--- src/hw/rtl/assert_macros.svh ---
// ----------------------------------------------------------------------------
// assert_macros.svh
// Shared concurrent assertion macros, clocked on clk_i, held off in reset.
// ----------------------------------------------------------------------------
`ifndef ASSERT_MACROS_SVH
`define ASSERT_MACROS_SVH

// Property must hold at every rising clock edge out of reset.
`define ASSERT_CLK(label, prop, msg) \
  label: assert property (@(posedge clk_i) disable iff (!rst_ni) (prop)) else $error(msg);

// Condition must never be true at a rising clock edge out of reset.
`define ASSERT_NEVER(label, cond, msg) \
  label: assert property (@(posedge clk_i) disable iff (!rst_ni) !(cond)) else $error(msg);

`endif

--- src/hw/rtl/mct_pkg.sv ---
// ----------------------------------------------------------------------------
// mct_pkg
// Types and constants for the multi-channel countdown timer unit.
// ----------------------------------------------------------------------------
package mct_pkg;

  // Table size and derived widths
  localparam int unsigned NUM_TIMERS = 16;
  localparam int unsigned IDX_W      = $clog2(NUM_TIMERS);
  localparam int unsigned CNT_W      = $clog2(NUM_TIMERS + 1);
  localparam int unsigned MS_W       = 32;
  localparam int unsigned TIU_W      = 5;
  localparam logic [TIU_W-1:0] TIU_RESET = TIU_W'(16);

  // Request opcodes
  typedef enum logic [1:0] {
    CMD_START = 2'd0,
    CMD_STOP  = 2'd1,
    CMD_TICK  = 2'd2,
    CMD_QUERY = 2'd3
  } cmd_e;

  // Per-timer run state
  typedef enum logic [1:0] {
    RS_STOPPED = 2'd0,
    RS_RUNNING = 2'd1,
    RS_EXPIRED = 2'd2
  } run_state_e;

  // Control sequencer
  typedef enum logic [1:0] {
    ST_IDLE = 2'd0,
    ST_SCAN = 2'd1,
    ST_EVAL = 2'd2,
    ST_DONE = 2'd3
  } ctl_state_e;

  // One memory word: reload period above remaining count
  typedef struct packed {
    logic [MS_W-1:0] reload;
    logic [MS_W-1:0] remaining;
  } timer_word_t;

endpackage

--- src/hw/rtl/multi_channel_countdown_timer_unit.sv ---
// ----------------------------------------------------------------------------
// multi_channel_countdown_timer_unit
// Table of sixteen one-shot / periodic countdown timers with tick scan.
// ----------------------------------------------------------------------------
// Usage:
//   Requests enter on in_valid_i / in_stall_o; results leave on out_valid_o /
//   out_stall_i. A request is taken when valid is high and stall is low.
//   Start, stop and query give one result (last_o = 1) in the cycle after
//   they are taken. A tick walks slots 0 .. min(timers_in_use, 16)-1: a
//   stopped or expired slot is stepped over, a running slot is read from
//   memory in ST_SCAN, then counted down and written back in ST_EVAL, and
//   ST_DONE closes the scan. The count and reload words live in one
//   synchronous memory; run state and mode sit in flops. Each firing
//   timer gives one result; a tick with no firing gives one result with
//   fired_o = 0. The last result of a request has last_o = 1.
//   One request is in work at a time; in_stall_o is high during a tick scan
//   and while the output register holds an untaken result.
//   A stalled receiver freezes the output register and the scan waits at the
//   next firing timer if one is held. Reset stops all timers, clears all modes,
//   sets timers_in_use to 16 and needs no clearing pass. timers_in_use is
//   written over cfg_valid_i / cfg_ready_o while the unit is idle.
// ----------------------------------------------------------------------------
`include "assert_macros.svh"

module multi_channel_countdown_timer_unit (
  input  logic                     clk_i,
  input  logic                     rst_ni,
  // configuration
  input  logic                     cfg_valid_i,
  output logic                     cfg_ready_o,
  input  logic [mct_pkg::TIU_W-1:0] cfg_data_i,
  // request channel
  input  logic                     in_valid_i,
  output logic                     in_stall_o,
  input  logic [1:0]               cmd_i,
  input  logic [3:0]               timer_index_i,
  input  logic                     periodic_i,
  input  logic [31:0]              period_ms_i,
  input  logic [31:0]              delay_ms_i,
  input  logic [31:0]              elapsed_ms_i,
  // result channel
  output logic                     out_valid_o,
  input  logic                     out_stall_i,
  output logic                     fired_o,
  output logic [3:0]               fired_index_o,
  output logic                     is_running_o,
  output logic                     last_o
);

  localparam int unsigned IDX_W = mct_pkg::IDX_W;
  localparam int unsigned CNT_W = mct_pkg::CNT_W;
  localparam int unsigned MS_W  = mct_pkg::MS_W;

  // Control and status registers
  mct_pkg::ctl_state_e     state_q, state_d;
  logic [mct_pkg::TIU_W-1:0] tiu_q;
  logic [CNT_W-1:0]        idx_q, idx_d;
  logic                    pend_valid_q, pend_valid_d;
  logic [IDX_W-1:0]        pend_idx_q, pend_idx_d;
  logic [MS_W-1:0]         elapsed_q;
  logic                    elapsed_we;

  mct_pkg::run_state_e     run_state_q [mct_pkg::NUM_TIMERS];
  logic                    periodic_q  [mct_pkg::NUM_TIMERS];
  logic                    rs_we, pm_we;
  logic [IDX_W-1:0]        rs_waddr;
  mct_pkg::run_state_e     rs_wdata;

  // Output register
  logic                    out_valid_q;
  logic                    fired_q, running_q, last_q;
  logic [IDX_W-1:0]        fidx_q;
  logic                    out_load, out_free;
  logic                    ld_fired, ld_running, ld_last;
  logic [IDX_W-1:0]        ld_idx;

  // Count / reload memory
  mct_pkg::timer_word_t    mem [mct_pkg::NUM_TIMERS];
  mct_pkg::timer_word_t    rd_data_q, mem_wdata;
  logic                    mem_we, mem_rd_en;
  logic [IDX_W-1:0]        mem_waddr, mem_raddr;

  // Decode and scan datapath
  logic                    in_acc, idx_ok;
  logic [IDX_W-1:0]        req_idx, scan_idx;
  logic [CNT_W-1:0]        scan_lim;
  logic [MS_W-1:0]         sub_cnt;
  logic                    fire;
  mct_pkg::cmd_e           cmd;

  assign cmd         = mct_pkg::cmd_e'(cmd_i);
  assign out_free    = !out_valid_q || !out_stall_i;
  assign in_stall_o  = !((state_q == mct_pkg::ST_IDLE) && out_free);
  assign in_acc      = in_valid_i && !in_stall_o;
  assign cfg_ready_o = (state_q == mct_pkg::ST_IDLE);
  assign idx_ok      = 32'(timer_index_i) < mct_pkg::NUM_TIMERS;
  assign req_idx     = timer_index_i[IDX_W-1:0];
  assign scan_idx    = idx_q[IDX_W-1:0];

  // Slots scanned per tick, clamped to the table size
  assign scan_lim = (32'(tiu_q) > mct_pkg::NUM_TIMERS) ? CNT_W'(mct_pkg::NUM_TIMERS)
                                                      : CNT_W'(tiu_q);

  // Count-down step for the slot under evaluation
  always_comb begin
    sub_cnt = (rd_data_q.remaining >= elapsed_q) ? rd_data_q.remaining - elapsed_q
                                                 : rd_data_q.remaining;
    fire    = sub_cnt < elapsed_q;
  end

  // Sequencer: next state, memory and table writes, result loads
  always_comb begin
    state_d      = state_q;
    idx_d        = idx_q;
    pend_valid_d = pend_valid_q;
    pend_idx_d   = pend_idx_q;
    elapsed_we   = 1'b0;
    rs_we        = 1'b0;
    pm_we        = 1'b0;
    rs_waddr     = req_idx;
    rs_wdata     = mct_pkg::RS_STOPPED;
    mem_we       = 1'b0;
    mem_rd_en    = 1'b0;
    mem_waddr    = req_idx;
    mem_raddr    = scan_idx;
    mem_wdata    = '{reload: period_ms_i, remaining: period_ms_i + delay_ms_i};
    out_load     = 1'b0;
    ld_fired     = 1'b0;
    ld_idx       = '0;
    ld_running   = 1'b0;
    ld_last      = 1'b1;
    case (state_q)
      mct_pkg::ST_IDLE: begin
        if (in_acc) begin
          case (cmd)
            mct_pkg::CMD_START: begin
              out_load = 1'b1;
              if (idx_ok) begin
                mem_we   = 1'b1;
                rs_we    = 1'b1;
                pm_we    = 1'b1;
                rs_wdata = mct_pkg::RS_RUNNING;
              end
            end
            mct_pkg::CMD_STOP: begin
              out_load = 1'b1;
              rs_we    = idx_ok;
            end
            mct_pkg::CMD_QUERY: begin
              out_load   = 1'b1;
              ld_running = idx_ok && (run_state_q[req_idx] == mct_pkg::RS_RUNNING);
            end
            mct_pkg::CMD_TICK: begin
              elapsed_we   = 1'b1;
              idx_d        = '0;
              pend_valid_d = 1'b0;
              state_d      = mct_pkg::ST_SCAN;
            end
            default: ;
          endcase
        end
      end
      // Walk slots; read memory only for running ones
      mct_pkg::ST_SCAN: begin
        if (idx_q >= scan_lim) begin
          state_d = mct_pkg::ST_DONE;
        end else if (run_state_q[scan_idx] == mct_pkg::RS_RUNNING) begin
          mem_rd_en = 1'b1;
          state_d   = mct_pkg::ST_EVAL;
        end else begin
          idx_d = idx_q + CNT_W'(1);
        end
      end
      // Count down, write back; a new firing pushes out the held one
      mct_pkg::ST_EVAL: begin
        if (!(fire && pend_valid_q && !out_free)) begin
          mem_we    = 1'b1;
          mem_waddr = scan_idx;
          mem_wdata.reload    = rd_data_q.reload;
          mem_wdata.remaining = (fire && periodic_q[scan_idx]) ? rd_data_q.reload : sub_cnt;
          if (fire) begin
            if (!periodic_q[scan_idx]) begin
              rs_we    = 1'b1;
              rs_waddr = scan_idx;
              rs_wdata = mct_pkg::RS_EXPIRED;
            end
            if (pend_valid_q) begin
              out_load = 1'b1;
              ld_fired = 1'b1;
              ld_idx   = pend_idx_q;
              ld_last  = 1'b0;
            end
            pend_valid_d = 1'b1;
            pend_idx_d   = scan_idx;
          end
          idx_d   = idx_q + CNT_W'(1);
          state_d = mct_pkg::ST_SCAN;
        end
      end
      // Final result of the tick
      mct_pkg::ST_DONE: begin
        if (out_free) begin
          out_load     = 1'b1;
          ld_fired     = pend_valid_q;
          ld_idx       = pend_valid_q ? pend_idx_q : '0;
          pend_valid_d = 1'b0;
          state_d      = mct_pkg::ST_IDLE;
        end
      end
      default: state_d = mct_pkg::ST_IDLE;
    endcase
  end

  // Control registers
  always_ff @(posedge clk_i or negedge rst_ni) begin
    if (!rst_ni) begin
      state_q      <= mct_pkg::ST_IDLE;
      tiu_q        <= mct_pkg::TIU_RESET;
      idx_q        <= '0;
      pend_valid_q <= 1'b0;
      out_valid_q  <= 1'b0;
    end else begin
      state_q      <= state_d;
      idx_q        <= idx_d;
      pend_valid_q <= pend_valid_d;
      out_valid_q  <= out_load || (out_valid_q && out_stall_i);
      if (cfg_valid_i && cfg_ready_o) begin
        tiu_q <= cfg_data_i;
      end
    end
  end

  // Run state and mode flops
  always_ff @(posedge clk_i or negedge rst_ni) begin
    if (!rst_ni) begin
      for (int i = 0; i < mct_pkg::NUM_TIMERS; i++) begin
        run_state_q[i] <= mct_pkg::RS_STOPPED;
        periodic_q[i]  <= 1'b0;
      end
    end else begin
      if (rs_we) begin
        run_state_q[rs_waddr] <= rs_wdata;
      end
      if (pm_we) begin
        periodic_q[req_idx] <= periodic_i;
      end
    end
  end

  // Payload registers
  always_ff @(posedge clk_i) begin
    if (elapsed_we) begin
      elapsed_q <= elapsed_ms_i;
    end
    pend_idx_q <= pend_idx_d;
    if (out_load) begin
      fired_q   <= ld_fired;
      fidx_q    <= ld_idx;
      running_q <= ld_running;
      last_q    <= ld_last;
    end
  end

  // Count / reload memory, one write and one registered read port
  always_ff @(posedge clk_i) begin
    if (mem_we) begin
      mem[mem_waddr] <= mem_wdata;
    end
    if (mem_rd_en) begin
      rd_data_q <= mem[mem_raddr];
    end
  end

  assign out_valid_o   = out_valid_q;
  assign fired_o       = fired_q;
  assign fired_index_o = 4'(fidx_q);
  assign is_running_o  = running_q;
  assign last_o        = last_q;

  // Assertions
  `ASSERT_NEVER(a_out_no_overwrite, out_load && out_valid_q && out_stall_i, "result overwritten")
  `ASSERT_NEVER(a_acc_only_idle, in_acc && (state_q != mct_pkg::ST_IDLE), "request taken mid-scan")
  `ASSERT_CLK(a_eval_from_scan, (state_q == mct_pkg::ST_EVAL) |-> ($past(state_q) == mct_pkg::ST_SCAN || $past(state_q) == mct_pkg::ST_EVAL), "eval without read")
  `ASSERT_CLK(a_pend_in_tick, pend_valid_q |-> (state_q != mct_pkg::ST_IDLE), "held firing outside tick")
  `ASSERT_CLK(a_done_to_idle, (state_q == mct_pkg::ST_DONE && out_load) |=> (state_q == mct_pkg::ST_IDLE), "tick did not close")

endmodule
--- config.mk ---
export PLATFORM = sky130hd
export DESIGN_NAME = multi_channel_countdown_timer_unit
export DESIGN_NICKNAME = d
export VERILOG_FILES = /design/src/hw/rtl/mct_pkg.sv /design/src/hw/rtl/multi_channel_countdown_timer_unit.sv
export VERILOG_INCLUDE_DIRS = /design/src /design/src/hw/rtl
export SDC_FILE = /design/constraint.sdc
export NUM_CORES = 1
export LEC_CHECK = 0
export ABC_AREA = 1
export ABC_CLOCK_PERIOD_IN_PS = 8600
export BUFFER_PORTS_ARGS = -buffer_cell sky130_fd_sc_hd__buf_4
export CORE_MARGIN = 2
export CORE_UTILIZATION = 25
export CTS_CLUSTER_SIZE = 30
export DETAILED_ROUTE_END_ITERATION = 10
export GPL_TIMING_DRIVEN = 0
export PLACE_DENSITY = 0.5
export SYNTH_ARGS = -nofsm -noshare
export SYNTH_HDL_FRONTEND = slang
export SYNTH_SLANG_ARGS = --single-unit
--- constraint.sdc ---
create_clock -name clk_i -period 8.6 [get_ports clk_i]
set_input_delay 0.43 -clock clk_i [delete_from_list [all_inputs] [get_ports clk_i]]
set_output_delay 0.43 -clock clk_i [all_outputs]
set_load 0.01 [all_outputs]
==> qor.txt <==
status: finished with violations
failing checks: max-capacitance violations, max-slew violations
htree depth: 4
Setup crit start kind: flop
CTS buffer count: 132
vias: 36606
drt pass-1 iters: 6
port bufs: 121
slowest CP cell: a31oi_1
clock sinks: 1193
Overall Power: 20.38 mW
final wirelength: 181.1 mm
vias in the first global route: 36318
CTS Root Cell: clkbuf_16
grt total ovfl: 0
Max Buffers Root-to-Sink: 3
Post-layout nets: 4965
Max Clock Skew: 59.86 ps
CORE AREA: 205000 um2
final setup vio count: 0
Distinct cells, synth: 58
number of synthesized flops with an enable pin: 1131
worst path buffer plus inverter count: 7
cell count after placement: 7257
Synth Area per Inst: 11.77 um2
Crit Path Max Fanout: 16
Syn. warnings: 0
clock slew seen by the registers of the worst setup and hold paths: 60 ps
Critical Path RT: 9030 ps
share of cells above drive strength 1: 0.09979
RSZ-0062 raised after global routing: false
global-route wire length before repair: 257.2 mm
DR vias/cell: 4.853
die height: 458.3 um
Seq/Total Area, Yosys: 0.6882
FFs w/ async S/R, synth: 0.05197
Post-route DRC: 0
r2r setup slk: 690 ps
non-filler cells, final: 7543
Max transition margin: -0.07955
crit path kind: flop to flop
Area Growth Syn to Fin: 19.74%
CTS tree: built
Seq cells post-synth: 1193
fin. max-slew vios: 2
Initial Utilization: 0.2517
Period Utilization, post-route: 0.9195
All-Layer GR Usage: 0.1679
DP Wirelength: 133.8 mm
Worst Tran Pin Value: 1608 ps
Final GP Congestion: 0.9822
Max Cap Viol: 1
placement row count: 166
top achievable clock speed: 0.1265 GHz
fin crit period: 7907 ps
syn nets: 4604
1st-iter DRT viols: 3570
largest net degree at the start of global routing: 63
Leak: 21.07 nW
Mapped Cells: 4385
Final Hold Viols: 0
routed length per placed instance: 24.00 um
CP max stage delay: 680 ps
Boundary Pins: 123
final core utilization: 0.3014
Cell Area, Synth: 51610 um2
Largest delay share family, worst path: simple AND/OR/NAND/NOR gates
PwrDens: 329.8 nW/um2
initial antenna violation count: 11
endpoint type of the worst setup path: flop
Detail Route Antenna Nets: 0
type of the tightest min-delay check: primary input to flop
VDD IR max: 0.0001915 V
Worst EP arrival: 8340 ps
clk_lat worst skew: 790 ps
Die Area: 210100 um2
Die W: 458.3 um
Synth Flop Type: edfxtp_1
final timing paths:
check                                             from                           to  cells past startpoint
min in group asynchronous                       rst_ni         tiu_q[1]$_DFFE_PN0P_                      2
max reg2reg                     elapsed_q[2]$_DFFE_PP_         mem[11][0]$_DFFE_PP_                     31
min                                        out_stall_i        out_valid_o$_DFF_PN0_                      3
max                             elapsed_q[2]$_DFFE_PP_         mem[11][0]$_DFFE_PP_                     31
max in group asynchronous                       rst_ni    periodic_q[8]$_DFFE_PN0P_                      2
min reg2reg                run_state_q[31]$_DFFE_PN0P_  run_state_q[31]$_DFFE_PN0P_                      2
registers in the layout (all words and copies together) (netlist names), 2 cells and up:
signal / cells
idx_q: 5
run_state_q: 32
elapsed_q: 32
periodic_q: 16
pend_idx_q: 4
rd_data_q: 64
tiu_q: 5
fired_index_o: 4
state_q: 2
mem: 1024
cell usage after synthesis (16+ instances only):
library cell  count  share of area
nor2_1          653          0.047
buf_2            19         0.0018
o21ai_0         633          0.061
nand2_1         527          0.038
ha_1            104          0.025
edfxtp_1       1131           0.66
dfrtp_1          61          0.030
a21oi_1         144          0.014
clkbuf_1        213          0.015
xnor2_1          26         0.0044
o211ai_1         29         0.0042
inv_1           174          0.013
nand3_1         164          0.016
o21ai_1          30         0.0029
a22oi_1          16         0.0023
o22ai_1         154          0.019
xor2_1           23         0.0039
o221ai_1        119          0.020
area by class of cell:
cell class	count	area [um2]
Multi-Input combinational cell	2759	14620
Tap cell	2688	3363
Sequential cell	1193	35520
Fill cell	20708	143200
Clock buffer	165	3478
Inverter	184	690.7
Buffer	249	983.4
Clock inverter	73	738.2
Timing Repair Buffer	227	2392
Antenna cell	5	12.51
power by group:
part / leakage, nW / switching [mW] / internal (mW)
clock: 2.05 / 2.46 / 3.10
combinational: 7.99 / 5.37 / 1.74
sequential: 11.0 / 0.203 / 7.50
cell usage in the layout, fill, tap and decap left out, types with 15 or more instances in the layout:
master,instances
nand2_1,527
buf_4,139
nor2_1,635
clkbuf_1,234
o22ai_1,149
o21ai_1,50
buf_12,32
inv_1,174
xor2_1,23
ha_1,104
clkinv_2,20
o21ai_0,613
nand3_1,164
dfrtp_1,61
nor2_4,20
a22oi_1,16
dlygate4sd3_1,39
buf_2,20
clkinv_1,33
o211ai_1,29
edfxtp_1,1131
o221ai_1,119
a31oi_1,15
a21oi_1,143
xnor2_1,26
clkbuf_16,133
metal layers:
metal | share of wire | wire [um] | up-vias | track usage
met2 | 0.48 | 87340 | 1250 | 0.2843
li1 | - | - | 16794 | -
met1 | 0.41 | 74600 | 18278 | 0.2090
met5 | 0 | 0 | - | 0
met3 | 0.056 | 10110 | 284 | 0.02643
met4 | 0.050 | 9023 | 0 | 0.07946
kinds of logic after synthesis:
family	count (synthesis)	share of synthesized area
flops	1193	0.6882
fa+ha+maj	106	0.02599
simple gates	1415	0.1116
compound gates	1185	0.1328
buf+inv	433	0.03225
mux	4	0.0008728
xor+xnor	49	0.008316
worst reg2reg max path, delay by kind of cell, from the launching register on:
family	cells	cell delay, ps
simple gates	14	2860
compound gates	8	2450
buf+inv	7	1220
fa+ha+maj	2	690
flops	1	330
metrics by stage:
step	instance area [um2]	hold WS, ps	TNS, ps	worst slack (ps)
2_1_floorplan	51610	134.4	0	924.2
3_3_place_gp	55880	460.8	-4561340	-4546
3_5_place_dp	57120	461.2	0	278.2
4_1_cts	61730	17.54	0	261.8
5_1_grt	61780	38.98	0	211.5
6_report	61790	39.20	0	692.7
repair_timing:
action / 4_1_cts / 5_1_grt
hold buffers: 39 / 0
hold endpoints to repair: 104 / 0
setup buffers: 0 / 2
setup endpoints to repair: 0 / 46
resized for setup: 0 / 1
Power figures use the tool's default switching activity.
